### src/rtl/ldm_pkg.sv
// Shared types, codes and helpers for the LED matrix dot store.
package ldm_pkg;

    localparam int LDM_STORE_MODULES = 16;
    localparam int LDM_QUEUE_DEPTH   = 2;

    localparam int CFG_IDX_W  = 3;
    localparam int CFG_DATA_W = 5;
    localparam int ADDR_W     = 13;

    // register indexes
    localparam logic [CFG_IDX_W-1:0] CFG_MODULES_WIDE = 3'd0;
    localparam logic [CFG_IDX_W-1:0] CFG_MODULES_HIGH = 3'd1;
    localparam logic [CFG_IDX_W-1:0] CFG_CONNECTION   = 3'd2;
    localparam logic [CFG_IDX_W-1:0] CFG_ROTATION     = 3'd3;
    localparam logic [CFG_IDX_W-1:0] CFG_MIRROR       = 3'd4;
    localparam logic [CFG_IDX_W-1:0] CFG_ZIGZAG       = 3'd5;

    // request types
    localparam logic REQ_SET = 1'b0;
    localparam logic REQ_GET = 1'b1;

    // connection orientations
    localparam logic [2:0] CONN_LTR = 3'd0;
    localparam logic [2:0] CONN_RTL = 3'd1;
    localparam logic [2:0] CONN_RBL = 3'd2;
    localparam logic [2:0] CONN_LBR = 3'd3;
    localparam logic [2:0] CONN_LTD = 3'd4;
    localparam logic [2:0] CONN_RTD = 3'd5;
    localparam logic [2:0] CONN_RBU = 3'd6;
    localparam logic [2:0] CONN_LBU = 3'd7;

    // rotations, quarter turns clockwise
    localparam logic [1:0] ROT_0   = 2'd0;
    localparam logic [1:0] ROT_90  = 2'd1;
    localparam logic [1:0] ROT_180 = 2'd2;
    localparam logic [1:0] ROT_270 = 2'd3;

    localparam int MIR_X_BIT = 0;
    localparam int MIR_Y_BIT = 1;

    localparam logic [7:0] REV_MASK = 8'hF8;
    localparam logic [7:0] REV_LOW  = 8'd7;

    typedef struct packed {
        logic [4:0] modules_wide;
        logic [4:0] modules_high;
        logic [2:0] connection;
        logic [1:0] rotation;
        logic [1:0] mirror;
        logic       zigzag;
    } t_cfg;

    // mapped request handed from front to back
    typedef struct packed {
        logic        is_get;
        logic        dot_value;
        logic        off;
        logic [2:0]  bit_pos;
        logic [9:0]  p_row;
        logic [4:0]  col;
        logic [12:0] p_lane;
    } t_task;

    typedef struct packed {
        logic dot_read;
        logic off_panel;
    } t_result;

    // reverse the position inside an 8-dot block
    function automatic logic [7:0] rev8(input logic [7:0] v);
        return (v & REV_MASK) + (REV_LOW - (v & REV_LOW));
    endfunction

endpackage

### src/rtl/ldm_fifo.sv
// Small synchronous FIFO used between front and back and for results.
module ldm_fifo #(
    parameter int WIDTH = 8,
    parameter int DEPTH = ldm_pkg::LDM_QUEUE_DEPTH   // power of two, at least 2
) (
    input  logic             i_clk,
    input  logic             i_rst_n,
    input  logic             i_push,
    input  logic [WIDTH-1:0] i_data,
    output logic             o_full,
    input  logic             i_pop,
    output logic [WIDTH-1:0] o_data,
    output logic             o_empty
);
    import ldm_pkg::*;

    localparam int PW = $clog2(DEPTH);
    localparam int CW = $clog2(DEPTH + 1);

    logic [WIDTH-1:0] r_mem [DEPTH];
    logic [PW-1:0]    r_wp;
    logic [PW-1:0]    r_rp;
    logic [CW-1:0]    r_cnt;
    logic             do_push;
    logic             do_pop;

    assign o_full  = (r_cnt == CW'(DEPTH));
    assign o_empty = (r_cnt == '0);
    assign do_push = i_push && !o_full;
    assign do_pop  = i_pop && !o_empty;
    assign o_data  = r_mem[r_rp];

    always_ff @(posedge i_clk) begin
        if (!i_rst_n) begin
            r_wp  <= '0;
            r_rp  <= '0;
            r_cnt <= '0;
        end else begin
            if (do_push) r_wp <= r_wp + PW'(1);
            if (do_pop)  r_rp <= r_rp + PW'(1);
            if (do_push && !do_pop)      r_cnt <= r_cnt + CW'(1);
            else if (do_pop && !do_push) r_cnt <= r_cnt - CW'(1);
        end
    end

    always_ff @(posedge i_clk) begin
        if (do_push) r_mem[r_wp] <= i_data;
    end

`ifndef SYNTHESIS
    a_no_overflow: assert property (@(posedge i_clk) disable iff (!i_rst_n)
        i_push |-> !o_full) else $error("push into full queue");
    a_cnt_bound: assert property (@(posedge i_clk) disable iff (!i_rst_n)
        r_cnt <= CW'(DEPTH)) else $error("queue count beyond depth");
`endif

endmodule

### src/rtl/ldm_front.sv
// Front: maps a dot request to panel coordinates and address terms.
module ldm_front (
    input  logic                i_clk,
    input  logic                i_rst_n,
    input  ldm_pkg::t_cfg       i_cfg,
    input  logic                i_accept,
    input  logic                i_req_type,
    input  logic signed [9:0]   i_pos_x,
    input  logic signed [9:0]   i_pos_y,
    input  logic                i_dot_value,
    output logic                o_ready,
    output logic                o_task_push,
    output ldm_pkg::t_task      o_task,
    input  logic                i_task_full
);
    import ldm_pkg::*;

    typedef struct packed {
        logic       is_get;
        logic       dot_value;
        logic       off;
        logic [4:0] xb;
        logic [4:0] yb;
        logic [2:0] yl;
        logic [2:0] bit_pos;
    } t_map;

    logic signed [11:0] sx, sy, mx, my, cx, cy;
    logic [7:0]         x8, y8, t8;
    logic               off;
    t_map               map_d;
    t_map               r_a;
    logic               r_a_vld;
    t_task              task_d;
    t_task              r_b;
    logic               r_b_vld;
    logic [9:0]         r_wh;
    logic [4:0]         rows_below;
    logic               a_free;
    logic               b_free;

    // stage A: orientation, bounds, rotation, mirror, zigzag
    always_comb begin
        sx = {{2{i_pos_x[9]}}, i_pos_x};
        sy = {{2{i_pos_y[9]}}, i_pos_y};
        mx = {4'b0, i_cfg.modules_wide, 3'b0};
        my = {4'b0, i_cfg.modules_high, 3'b0};
        cx = sx;
        cy = sy;
        unique case (i_cfg.connection)
            CONN_LTR: begin
            end
            CONN_RTL: begin
                cx = mx - sx - 12'sd1;
                cy = {4'b0, rev8(sy[7:0])};
            end
            CONN_RBL: begin
                cx = mx - sx - 12'sd1;
                cy = my - sy - 12'sd1;
            end
            CONN_LBR: begin
                t8 = 8'(my - sy - 12'sd1);
                cy = {4'b0, rev8(t8)};
            end
            CONN_LTD: begin
                cx = sy;
                cy = {4'b0, rev8(sx[7:0])};
            end
            CONN_RTD: begin
                cx = sy;
                cy = my - sx - 12'sd1;
            end
            CONN_RBU: begin
                cx = mx - sy - 12'sd1;
                cy = my - signed'({4'b0, rev8(sx[7:0])}) - 12'sd1;
            end
            CONN_LBU: begin
                cx = mx - sy - 12'sd1;
                cy = sx;
            end
        endcase
        t8 = 8'(my - sy - 12'sd1);
        off = (cx < 12'sd0) || (cx >= mx) || (cy < 12'sd0) || (cy >= my);

        x8 = cx[7:0];
        y8 = cy[7:0];
        unique case (i_cfg.rotation)
            ROT_0: begin
            end
            ROT_90: begin
                y8 = {cy[7:3], cx[2:0]};
                x8 = {cx[7:3], ~cy[2:0]};
            end
            ROT_180: begin
                x8 = rev8(cx[7:0]);
                y8 = rev8(cy[7:0]);
            end
            ROT_270: begin
                y8 = {cy[7:3], ~cx[2:0]};
                x8 = {cx[7:3], cy[2:0]};
            end
        endcase
        if (i_cfg.mirror[MIR_X_BIT]) x8 = rev8(x8);
        if (i_cfg.mirror[MIR_Y_BIT]) y8 = rev8(y8);
        // odd module rows run the other way
        if (i_cfg.zigzag && y8[3]) begin
            x8 = mx[7:0] - 8'd1 - x8;
            y8 = rev8(y8);
        end

        map_d.is_get    = i_req_type;
        map_d.dot_value = i_dot_value;
        map_d.off       = off;
        map_d.xb        = x8[7:3];
        map_d.yb        = y8[7:3];
        map_d.yl        = y8[2:0];
        map_d.bit_pos   = x8[2:0];
    end

    // stage B: address products
    always_comb begin
        rows_below       = i_cfg.modules_high - 5'd1 - r_a.yb;
        task_d.is_get    = r_a.is_get;
        task_d.dot_value = r_a.dot_value;
        task_d.off       = r_a.off;
        task_d.bit_pos   = r_a.bit_pos;
        task_d.p_row     = 10'(i_cfg.modules_wide) * 10'(rows_below);
        task_d.col       = i_cfg.modules_wide - 5'd1 - r_a.xb;
        task_d.p_lane    = 13'(r_wh) * 13'(r_a.yl);
    end

    assign b_free      = !r_b_vld || !i_task_full;
    assign a_free      = !r_a_vld || b_free;
    assign o_ready     = a_free;
    assign o_task_push = r_b_vld && !i_task_full;
    assign o_task      = r_b;

    always_ff @(posedge i_clk) begin
        if (!i_rst_n) begin
            r_a_vld <= 1'b0;
            r_b_vld <= 1'b0;
        end else begin
            if (a_free) r_a_vld <= i_accept;
            if (b_free) r_b_vld <= r_a_vld;
        end
    end

    always_ff @(posedge i_clk) begin
        r_wh <= 10'(i_cfg.modules_wide) * 10'(i_cfg.modules_high);
        if (a_free && i_accept) r_a <= map_d;
        if (b_free && r_a_vld)  r_b <= task_d;
    end

endmodule

### src/rtl/ldm_back.sv
// Back: clears the frame store, then reads the store per request and writes it back for a set.
module ldm_back #(
    parameter int STORE_MODULES = ldm_pkg::LDM_STORE_MODULES
) (
    input  logic              i_clk,
    input  logic              i_rst_n,
    input  ldm_pkg::t_task    i_task,
    input  logic              i_task_empty,
    output logic              o_task_pop,
    output logic              o_res_push,
    output ldm_pkg::t_result  o_res,
    input  logic              i_res_full,
    output logic              o_clearing
);
    import ldm_pkg::*;

    localparam int STORE_BYTES = STORE_MODULES * 8;
    localparam int AW          = $clog2(STORE_BYTES);
    localparam logic [ADDR_W-1:0] STORE_END = ADDR_W'(STORE_BYTES);
    localparam logic [AW-1:0]     LAST_IDX  = AW'(STORE_BYTES - 1);

    localparam logic [1:0] ST_CLEAR = 2'd0;
    localparam logic [1:0] ST_IDLE  = 2'd1;
    localparam logic [1:0] ST_EXEC  = 2'd2;

    logic [7:0]        mem [STORE_BYTES];
    logic [1:0]        r_state, n_state;
    logic [AW-1:0]     r_clr_idx;
    logic [ADDR_W-1:0] addr_sum;
    logic              miss;
    logic [7:0]        r_rd;
    logic [AW-1:0]     r_addr;
    logic              r_miss;
    logic              r_get;
    logic              r_val;
    logic [2:0]        r_bit;
    logic              mem_we;
    logic [AW-1:0]     mem_waddr;
    logic [7:0]        mem_wdata;
    logic [7:0]        set_byte;

    assign addr_sum = {3'b0, i_task.p_row} + {8'b0, i_task.col} + i_task.p_lane;
    assign miss     = i_task.off || (addr_sum >= STORE_END);

    assign o_clearing = (r_state == ST_CLEAR);
    assign o_task_pop = (r_state == ST_IDLE) && !i_task_empty;
    assign o_res_push = (r_state == ST_EXEC) && !i_res_full;

    assign o_res.dot_read  = !r_miss && (r_get == REQ_GET) && r_rd[r_bit];
    assign o_res.off_panel = r_miss;

    assign set_byte = (r_rd & ~(8'd1 << r_bit)) | (8'(r_val) << r_bit);

    always_comb begin
        n_state   = r_state;
        mem_we    = 1'b0;
        mem_waddr = r_addr;
        mem_wdata = set_byte;
        unique case (r_state)
            ST_CLEAR: begin
                mem_we    = 1'b1;
                mem_waddr = r_clr_idx;
                mem_wdata = 8'd0;
                if (r_clr_idx == LAST_IDX) n_state = ST_IDLE;
            end
            ST_IDLE: begin
                if (o_task_pop) n_state = ST_EXEC;
            end
            ST_EXEC: begin
                if (o_res_push) begin
                    mem_we  = !r_miss && (r_get == REQ_SET);
                    n_state = ST_IDLE;
                end
            end
            default: n_state = ST_IDLE;
        endcase
    end

    always_ff @(posedge i_clk) begin
        if (!i_rst_n) begin
            r_state   <= ST_CLEAR;
            r_clr_idx <= '0;
        end else begin
            r_state <= n_state;
            if (r_state == ST_CLEAR) r_clr_idx <= r_clr_idx + AW'(1);
        end
    end

    always_ff @(posedge i_clk) begin
        if (o_task_pop) begin
            r_addr <= addr_sum[AW-1:0];
            r_miss <= miss;
            r_get  <= i_task.is_get;
            r_val  <= i_task.dot_value;
            r_bit  <= i_task.bit_pos;
        end
    end

    // single port store: one write or one registered read per cycle, never both
    always_ff @(posedge i_clk) begin
        if (mem_we) mem[mem_waddr] <= mem_wdata;
        if (o_task_pop) r_rd <= mem[addr_sum[AW-1:0]];
    end

`ifndef SYNTHESIS
    a_clear_blocks: assert property (@(posedge i_clk) disable iff (!i_rst_n)
        (r_state == ST_CLEAR) |-> !o_task_pop) else $error("task taken during clear");
    a_pop_to_exec: assert property (@(posedge i_clk) disable iff (!i_rst_n)
        o_task_pop |=> (r_state == ST_EXEC)) else $error("pop did not start access");
    a_push_to_idle: assert property (@(posedge i_clk) disable iff (!i_rst_n)
        o_res_push |=> (r_state == ST_IDLE) && !o_res_push)
        else $error("result pushed twice");
`endif

endmodule

### src/rtl/led_matrix_dot_store_top.sv
// Frame store for a chained panel of 8x8 LED modules with set-dot and get-dot
// requests. After reset the store is cleared one byte at a time, during which
// full stays high. Configuration writes are taken at any time and registered.
// The front maps one request per cycle while the task queue has room, through
// a two-stage pipeline (orientation and bounds, then the address products)
// into a short queue. The back reads the single-port frame store, rewrites it
// for a set, and takes no new request until the last one has its result pushed,
// which sets the sustained rate. Every request gives exactly one result: the
// stored bit for a get, and off_panel high when the point or its address falls
// outside the panel or the store.
module led_matrix_dot_store_top #(
    parameter int STORE_MODULES = ldm_pkg::LDM_STORE_MODULES,
    parameter int QUEUE_DEPTH   = ldm_pkg::LDM_QUEUE_DEPTH
) (
    input  logic                               i_clk,
    input  logic                               i_rst_n,
    input  logic                               i_cfg_we,
    input  logic [ldm_pkg::CFG_IDX_W-1:0]      i_cfg_idx,
    input  logic [ldm_pkg::CFG_DATA_W-1:0]     i_cfg_wdata,
    input  logic                               push,
    output logic                               full,
    input  logic                               i_req_type,
    input  logic signed [9:0]                  i_pos_x,
    input  logic signed [9:0]                  i_pos_y,
    input  logic                               i_dot_value,
    output logic                               empty,
    input  logic                               pop,
    output logic                               o_dot_read,
    output logic                               o_off_panel
);
    import ldm_pkg::*;

    t_cfg    r_cfg;
    logic    front_ready;
    logic    accept;
    logic    task_push;
    t_task   task_in;
    t_task   task_out;
    logic    task_full;
    logic    task_empty;
    logic    task_pop;
    logic    res_push;
    t_result res_in;
    t_result res_out;
    logic    res_full;
    logic    clearing;

    always_ff @(posedge i_clk) begin
        if (!i_rst_n) begin
            r_cfg.modules_wide <= 5'd1;
            r_cfg.modules_high <= 5'd1;
            r_cfg.connection   <= CONN_LTR;
            r_cfg.rotation     <= ROT_0;
            r_cfg.mirror       <= 2'd0;
            r_cfg.zigzag       <= 1'b1;
        end else if (i_cfg_we) begin
            unique case (i_cfg_idx)
                CFG_MODULES_WIDE: r_cfg.modules_wide <= i_cfg_wdata;
                CFG_MODULES_HIGH: r_cfg.modules_high <= i_cfg_wdata;
                CFG_CONNECTION:   r_cfg.connection   <= i_cfg_wdata[2:0];
                CFG_ROTATION:     r_cfg.rotation     <= i_cfg_wdata[1:0];
                CFG_MIRROR:       r_cfg.mirror       <= i_cfg_wdata[1:0];
                CFG_ZIGZAG:       r_cfg.zigzag       <= i_cfg_wdata[0];
                default: begin
                end
            endcase
        end
    end

    assign full   = !front_ready || clearing;
    assign accept = push && !full;

    ldm_front u_front (
        .i_clk       (i_clk),
        .i_rst_n     (i_rst_n),
        .i_cfg       (r_cfg),
        .i_accept    (accept),
        .i_req_type  (i_req_type),
        .i_pos_x     (i_pos_x),
        .i_pos_y     (i_pos_y),
        .i_dot_value (i_dot_value),
        .o_ready     (front_ready),
        .o_task_push (task_push),
        .o_task      (task_in),
        .i_task_full (task_full)
    );

    ldm_fifo #(
        .WIDTH ($bits(t_task)),
        .DEPTH (QUEUE_DEPTH)
    ) u_task_q (
        .i_clk   (i_clk),
        .i_rst_n (i_rst_n),
        .i_push  (task_push),
        .i_data  (task_in),
        .o_full  (task_full),
        .i_pop   (task_pop),
        .o_data  (task_out),
        .o_empty (task_empty)
    );

    ldm_back #(
        .STORE_MODULES (STORE_MODULES)
    ) u_back (
        .i_clk        (i_clk),
        .i_rst_n      (i_rst_n),
        .i_task       (task_out),
        .i_task_empty (task_empty),
        .o_task_pop   (task_pop),
        .o_res_push   (res_push),
        .o_res        (res_in),
        .i_res_full   (res_full),
        .o_clearing   (clearing)
    );

    ldm_fifo #(
        .WIDTH ($bits(t_result)),
        .DEPTH (QUEUE_DEPTH)
    ) u_res_q (
        .i_clk   (i_clk),
        .i_rst_n (i_rst_n),
        .i_push  (res_push),
        .i_data  (res_in),
        .o_full  (res_full),
        .i_pop   (pop),
        .o_data  (res_out),
        .o_empty (empty)
    );

    assign o_dot_read  = res_out.dot_read;
    assign o_off_panel = res_out.off_panel;

endmodule

### config.mk
export PLATFORM = sky130hd
export DESIGN_NAME = led_matrix_dot_store_top
export DESIGN_NICKNAME = d
export VERILOG_FILES = /design/src/rtl/ldm_pkg.sv /design/src/rtl/ldm_fifo.sv /design/src/rtl/ldm_front.sv /design/src/rtl/ldm_back.sv /design/src/rtl/led_matrix_dot_store_top.sv
export SDC_FILE = /design/constraint.sdc
export NUM_CORES = 1
export LEC_CHECK = 0
export ABC_AREA = 1
export BUFFER_PORTS_ARGS = -buffer_cell sky130_fd_sc_hd__buf_2
export CORE_MARGIN = 5
export CORE_UTILIZATION = 55
export CTS_CLUSTER_SIZE = 20
export DETAILED_ROUTE_END_ITERATION = 8
export PLACE_DENSITY_LB_ADDON = 0.25
export SETUP_SLACK_MARGIN = 0.5
export SLEW_MARGIN = 20
export SYNTH_ARGS = -nofsm -noshare
export SYNTH_HDL_FRONTEND = slang
export SYNTH_HIERARCHICAL = 1
export SYNTH_SLANG_ARGS = --single-unit
### constraint.sdc
create_clock -name i_clk -period 6.8 [get_ports i_clk]
set_input_delay 0 -clock i_clk [delete_from_list [all_inputs] [get_ports i_clk]]
set_output_delay 0 -clock i_clk [all_outputs]
set_load 0.02 [all_outputs]
==> flow_summary.ini, run 1 <==
[run_status]
outcome = finished, final reports clean

[yosys]
synth-edff-count = 1170
synth_cell_types = 49
ys_warn_count = 6
syn_avg_cell_area_um2 = 10.0
yosysSeqAreaShare_pct = 63.5
netlist_instances = 5661
syn_nets = 5844
ys_ff_latch = 1219
ys.flop_type = edfxtp_1
synth_area_um2 = 56900
postSynth.asyncResetShare_pct = 0

[cells_and_area]
diodes = 0
syn2layout_area_growth_pct = 10.1
final_cell_mix = nand2_1 (1805), edfxtp_1 (1170), nand3_1 (578), nor2_1 (554), inv_1 (524)
final_area_um2 = 62600
finalNetCount = 5859
final_common_cell = nand2_1
drive_above_1_share_pct = 6.63

[timing]
rsz0062_at_grt = false
max_slew.worst_pin.slew_ps = 1110
fin_crit_ps = 5340
setup_viol = 0
fmax_ghz = 0.187
worst_slew_margin_rel_pct = 25.6
slew_violations = 0
hold_viol = 0
period_share_pct = 78.6
fin_tns_setup_ps = 0
fin_worst_skew_ps = 28.0

[floorplan]
die_area_um2 = 110000
core_area_um2 = 103000
die_x_um = 332
rows = 118
start_util_pct = 55.2
die_h_um = 332
io-pin-count = 39

[place]
io_buffer_count = 38
place_area_um2 = 58300
hpwl_um = 84900
gp_congestion = 0.936

[global_routing]
grt_pass1_vias = 38500
grt_first_pass_wirelength_um = 221000
grt_max_degree = 196
grt.overflow.total = 0
antenna_found_initial = 1
grt_util_all_layers_pct = 25.4

[detailed_routing]
drcViolationCount = 0
dr_total_vias = 40000
drt_wl_total_um = 143000
firstDrtPassIters = 6
first_iter_violations = 4279
wl_per_cell_um = 19.9
detail-route-antenna-nets = 0
via_per_inst = 5.58

[critical_path]
end_kind = register
path_delay_family = buffers and inverters
crit_path_max_incr_delay_ps = 810
cp_slowest_cell = buf_4
r2r_slack_ps = 1460
path_common_cell = nand3_1
cp_cell_sequence = buf_4 > mux2_4 > inv_1 > fa_1 > fa_4 > xnor2_2 > buf_4 > buf_4 > nand2_1 > nand3_1 > nand3_1 > nand3_1 > nand3_1 > nand2_1
startpoint_type = register
crit_type = reg -> reg
cp_max_fo = 65
required_ps = 7380
cp_num_buf_inv = 4
cp.arrival_ps = 5920

[job]
maxCapViolations = 0

[clock_tree]
cts_resized = 0
root_buffer = clkbuf_16
clkSinkCount = 1219
htreeDepth = 3
ctsLongestPathBuffers = 3
postCtsSetupBuffers = 0
path_clk_slew_ps = 60
numCtsBuffers = 121
cts_tree = yes
cts_hold_buf = 47
clock_latency_ps = 720

[min_path]
min_path_type = in -> reg

[power]
peakVddDrop_mv = 0.293
power.density_nw_per_um2 = 240
power_leakage_nw = 25.5
## state kept, by name, summed over array words and instances (netlist names), 3 cells and up, named ones only
register and count:
u_back/r_bit 3, u_back/r_clr_idx 7, u_front/o_task 34, r_cfg 18, u_back/mem 1024, u_res_q/r_mem 4
u_front/r_wh 10, u_back/r_addr 7, u_back/r_rd 8, u_task_q/r_mem 68, u_front/r_a 19
## where the power goes
group	switching, W	internal, W
sequential	0.0000189	0.00814
clock	0.00279	0.00366
combinational	0.000291	0.000144
## layout make-up
type | count | area [um2]
fillers | 8338 | 40400
flip-flops and latches | 1219 | 36100
multi-input cells | 3643 | 17700
clock buffers | 150 | 3190
inverters | 542 | 2060
well taps | 1380 | 1730
repair buffers | 149 | 1240
clock inverters | 74 | 629
## synth_stat cells, types with 6 or more instances
cell      number  share of area (%)
buf_1         35               0.23
buf_6          7               0.14
nor2_1       558                3.7
buf_4         11               0.15
xnor2_1       22               0.34
o21ai_0      254                2.2
inv_1        527                3.5
ha_1         112                2.5
o21ai_1       12               0.11
a22oi_1        9               0.12
clkbuf_1     120               0.79
nand4_1       23               0.25
dfxtp_1       49                1.7
mux2_2         6               0.12
nor3_1        13               0.11
edfxtp_1    1170                 62
mux2_4        30               0.79
fa_1          36                1.3
xor2_1        31               0.48
buf_2         81               0.71
a21oi_1       78               0.69
inv_2         14              0.092
a31oi_1        6              0.066
nand2_1     1808                 12
o211ai_1      10               0.13
nand3_1      578                5.1
## worst paths after layout
check                      start            endpoint  depth (start not counted)
hold reg to reg   u_front/r_a[1]  u_front/o_task[29]                          0
hold / removal        i_req_type     u_front/r_a[18]                          2
setup reg to reg        register      u_back/r_rd[5]                         14
setup / recovery        register      u_back/r_rd[5]                         14
## through the flow
step | utilization [%] | power, W | setup WS (ps) | instances | hold WS (ps)
after floorplan | - | 0.00859 | 1520 | 5661 | 98.9
after global placement | 56.6 | 0.00871 | 1530 | 6886 | 179
after detailed placement | 56.6 | 0.00872 | 1520 | 6886 | 178
after CTS | 60.8 | 0.0151 | 1520 | 7157 | 1.57
after global routing | 60.8 | 0.0155 | 1220 | 7157 | 25.2
final | 60.8 | 0.0150 | 1460 | 7157 | 27.6
## cells by family (layout without fill, tap and decap cells)
| group | count (synthesis) | after routing | synth area share [%] |
|---|---|---|---|
| AOI/OAI and AO/OA | 391 | 391 | 3.72 |
| DFF | 1219 | 1219 | 63.5 |
| buffers and inverters | 799 | 915 | 5.71 |
| and+or+nand+nor | 3015 | 3015 | 21.6 |
| muxes | 36 | 36 | 0.911 |
| xor gates and xnor gates | 53 | 53 | 0.816 |
| adders and majority gates | 148 | 148 | 3.73 |
## metal layers
layer	GRT usage, %	routed length (um)
met2	41.9	67000
met4	10.4	6470
met1	34.1	57200
met5	0	0
met3	4.03	12000
No activity file was read; power rests on OpenSTA's default activity.
==> run 2: changes to the inputs <==
Settings changed: ABC_AREA 1 to 0.
Clock period 6.8 ns to 4.83 ns, I/O delays scaled along.
==> run 2 against run 1 <==
Effect of this change:
- global-route usage decreased by 1.7 points
- sequential share of layout area increased by 1.8 points
- flip-flop and latch count unchanged
- critical path depth increased by 3
- via count decreased by 29%
- combinational power increased by 20%
- clock skew increased by 21 ps
- synthesized cell count decreased by 47%
- hold slack improved by 14 ps
- critical path type unchanged
- critical endpoint is now u_back/r_rd[6]
- largest cell class unchanged
- largest power group unchanged
==> flow_summary.ini, run 2 <==
[timing]
fin_crit_ps = 4510
max_slew.worst_pin.slew_ps = 1050
fmax_ghz = 0.222
rsz0062_at_grt = true
hold_viol = 0
setup_viol = 0
period_share_pct = 93.4
holdWs_ps = 42.1
slew_violations = 0
worst_slew_margin_rel_pct = 30.1
setup_ws_ps = 317
fin_worst_skew_ps = 49.1

[global_routing]
grt_first_pass_wirelength_um = 184000
grt_max_degree = 85
grt_util_all_layers_pct = 23.7
grt_pass1_vias = 29200
grt.overflow.total = 0
antenna_found_initial = 0

[cells_and_area]
final_common_cell = edfxtp_1
top_register = u_back/mem
largest_reg_flops = 1024
finalNetCount = 3433
drive_above_1_share_pct = 24.2
syn2layout_area_growth_pct = 14.3
post-route-util_pct = 63.1
final_cell_mix = edfxtp_1 (1170), mux4_2 (290), nor2_1 (192), buf_4 (160), mux2i_1 (159)
nFillCells = 6594

[yosys]
synth_cell_types = 82
netlist_instances = 2996
synth-edff-count = 1170
ys_warn_count = 6
synth_area_um2 = 53100
ys_ff_latch = 1219
synth_top_area_share_pct = 66.1
yosysSeqAreaShare_pct = 68.0
synth_commonest_cells = edfxtp_1 (1170), mux4_2 (290), nor2_1 (200)
synthTopCellsByArea = edfxtp_1 (66%), mux4_2 (12%), mux2i_1 (3.5%), ha_1 (2.6%), dfxtp_1 (1.8%)
postSynth.asyncResetShare_pct = 0
ys.flop_type = edfxtp_1
syn_nets = 3179
syn_avg_cell_area_um2 = 17.7
synth_top_cell_by_area = edfxtp_1
yosys.cell_count.top_type = edfxtp_1

[detailed_routing]
via_per_inst = 6.10
drcViolationCount = 0
first_iter_violations = 3085
firstDrtPassIters = 6
detail-route-antenna-nets = 0
wl_per_cell_um = 26.3
dr_total_vias = 28200
drt_wl_total_um = 121000

[power]
power_leakage_nw = 21.2
power.density_nw_per_um2 = 345
peakVddDrop_mv = 0.312

[floorplan]
die_area_um2 = 103000
die_h_um = 321
core_area_um2 = 96300
start_util_pct = 55.2
io-pin-count = 39
die_x_um = 321
rows = 114

[clock_tree]
ctsLongestPathBuffers = 3
htreeDepth = 3
clock_latency_ps = 700
clkSinkCount = 1219
path_clk_slew_ps = 60
cts_tree = yes
root_buffer = clkbuf_16
numCtsBuffers = 116

[job]
maxCapViolations = 0

[critical_path]
startpoint_type = register
crit_path_max_incr_delay_ps = 530
cp.arrival_ps = 4940
crit_type = reg -> reg
cp_cell_sequence = mux2_4 > ha_4 > inv_2 > fa_2 > fa_4 > xnor2_4 > buf_12 > buf_16 > buf_12 > buf_12 > buf_16 > mux4_2 > mux2i_2 > mux2i_1 > mux2i_2 > mux2i_1 > mux2_4
required_ps = 5260
path_delay_family = multiplexers
cp_slowest_cell = fa_4
end_kind = register
cp_max_fo = 7
r2r_slack_ps = 320
cp_num_buf_inv = 6
path_common_cell = buf_12

[place]
io_buffer_count = 38
post-place-ws_ps = -5.25
gp_congestion = 0.905
hpwl_um = 76700

[run_status]
outcome = finished, final reports clean

[min_path]
min_path_type = in -> reg
-- run 2: cell count changes after synthesis, sizes merged, moves of 184 or more --
cell,previous run,this run
nand2,1812,152
o21ai,273,52
nand3,579,22
inv,542,120
nor2,567,201
mux2i,0,184
mux4,0,290
-- run 2: final timing paths --
path / startpoint / end / depth (start not counted)
setup / recovery: register / u_back/r_rd[6] / 17
hold / removal: i_req_type / u_front/r_a[18] / 2
setup reg to reg: register / u_back/r_rd[6] / 17
hold reg to reg: u_front/r_a[18] / u_front/o_task[33] / 0
-- run 2: power breakdown --
group | leakage [nW] | switching (W) | internal [W]
Sequential | 11.2 | 0.0000203 | 0.0115
Clock | 1.83 | 0.00379 | 0.00519
Combinational | 8.12 | 0.000310 | 0.000211
-- run 2: repair_timing --
| action | in CTS | in global routing |
|---|---|---|
| pin swaps | 5 | 7 |
| gates cloned | 6 | 1 |
| resized for setup | 56 | 20 |
| setup endpoints to repair | 11 | 12 |
| hold endpoints to repair | 45 | 0 |
| hold buffers | 36 | 0 |
| buffers inserted | 14 | 1 |
-- run 2: layer usage --
layer | routed length, um | vias up | GRT usage, % | part of all wire (%)
met2 | 60700 | 1200 | 39.7 | 50
met3 | 8650 | 213 | 3.30 | 7.1
li1 | - | 12300 | - | -
met4 | 3970 | 0 | 7.61 | 3.3
met5 | 0 | - | 0 | 0
met1 | 47900 | 14500 | 33.0 | 40
-- run 2: logic make-up after synthesis --
kind of cell | count (synthesis) | synth area share (%)
and+or+nand+nor | 519 | 4.55
buffers and inverters | 255 | 2.13
DFF | 1219 | 68.0
AOI/OAI and AO/OA | 237 | 2.94
xor gates and xnor gates | 96 | 1.63
muxes | 522 | 16.8
adders and majority gates | 148 | 3.99
-- run 2: through the flow --
stage	setup TNS [ps]	cells	cell area [um2]	total power [W]
after global placement	0	4349	55900	0.0122
after floorplan	-165440	2996	53100	0.0120
final	0	4619	60700	0.0210
after global routing	0	4618	60700	0.0216
after CTS	0	4615	60600	0.0211
after detailed placement	-5.25	4349	55900	0.0122
-- run 2: cell type report --
type	instances	area [um2]	share of cell area, %
sequential	1219	36100	59.5
inverter	120	454	0.748
clock buffer	144	3070	5.06
antenna	1	2.50	0.00412
clock inverter	66	699	1.15
timing repair buffer	271	2540	4.19
tap	1276	1600	2.63
multi-input combinational	1522	16200	26.7
-- run 2: worst reg2reg max path: stages, from the launching register on --
cell and delay [ps]:
dfxtp_4 380, mux2_4 330, ha_4 180, inv_2 50, fa_2 450, fa_4 530, xnor2_4 170, buf_12 170
buf_16 140, buf_12 140, buf_12 130, buf_16 130, mux4_2 310, mux2i_2 230, mux2i_1 140, mux2i_2 360
mux2i_1 150, mux2_4 270
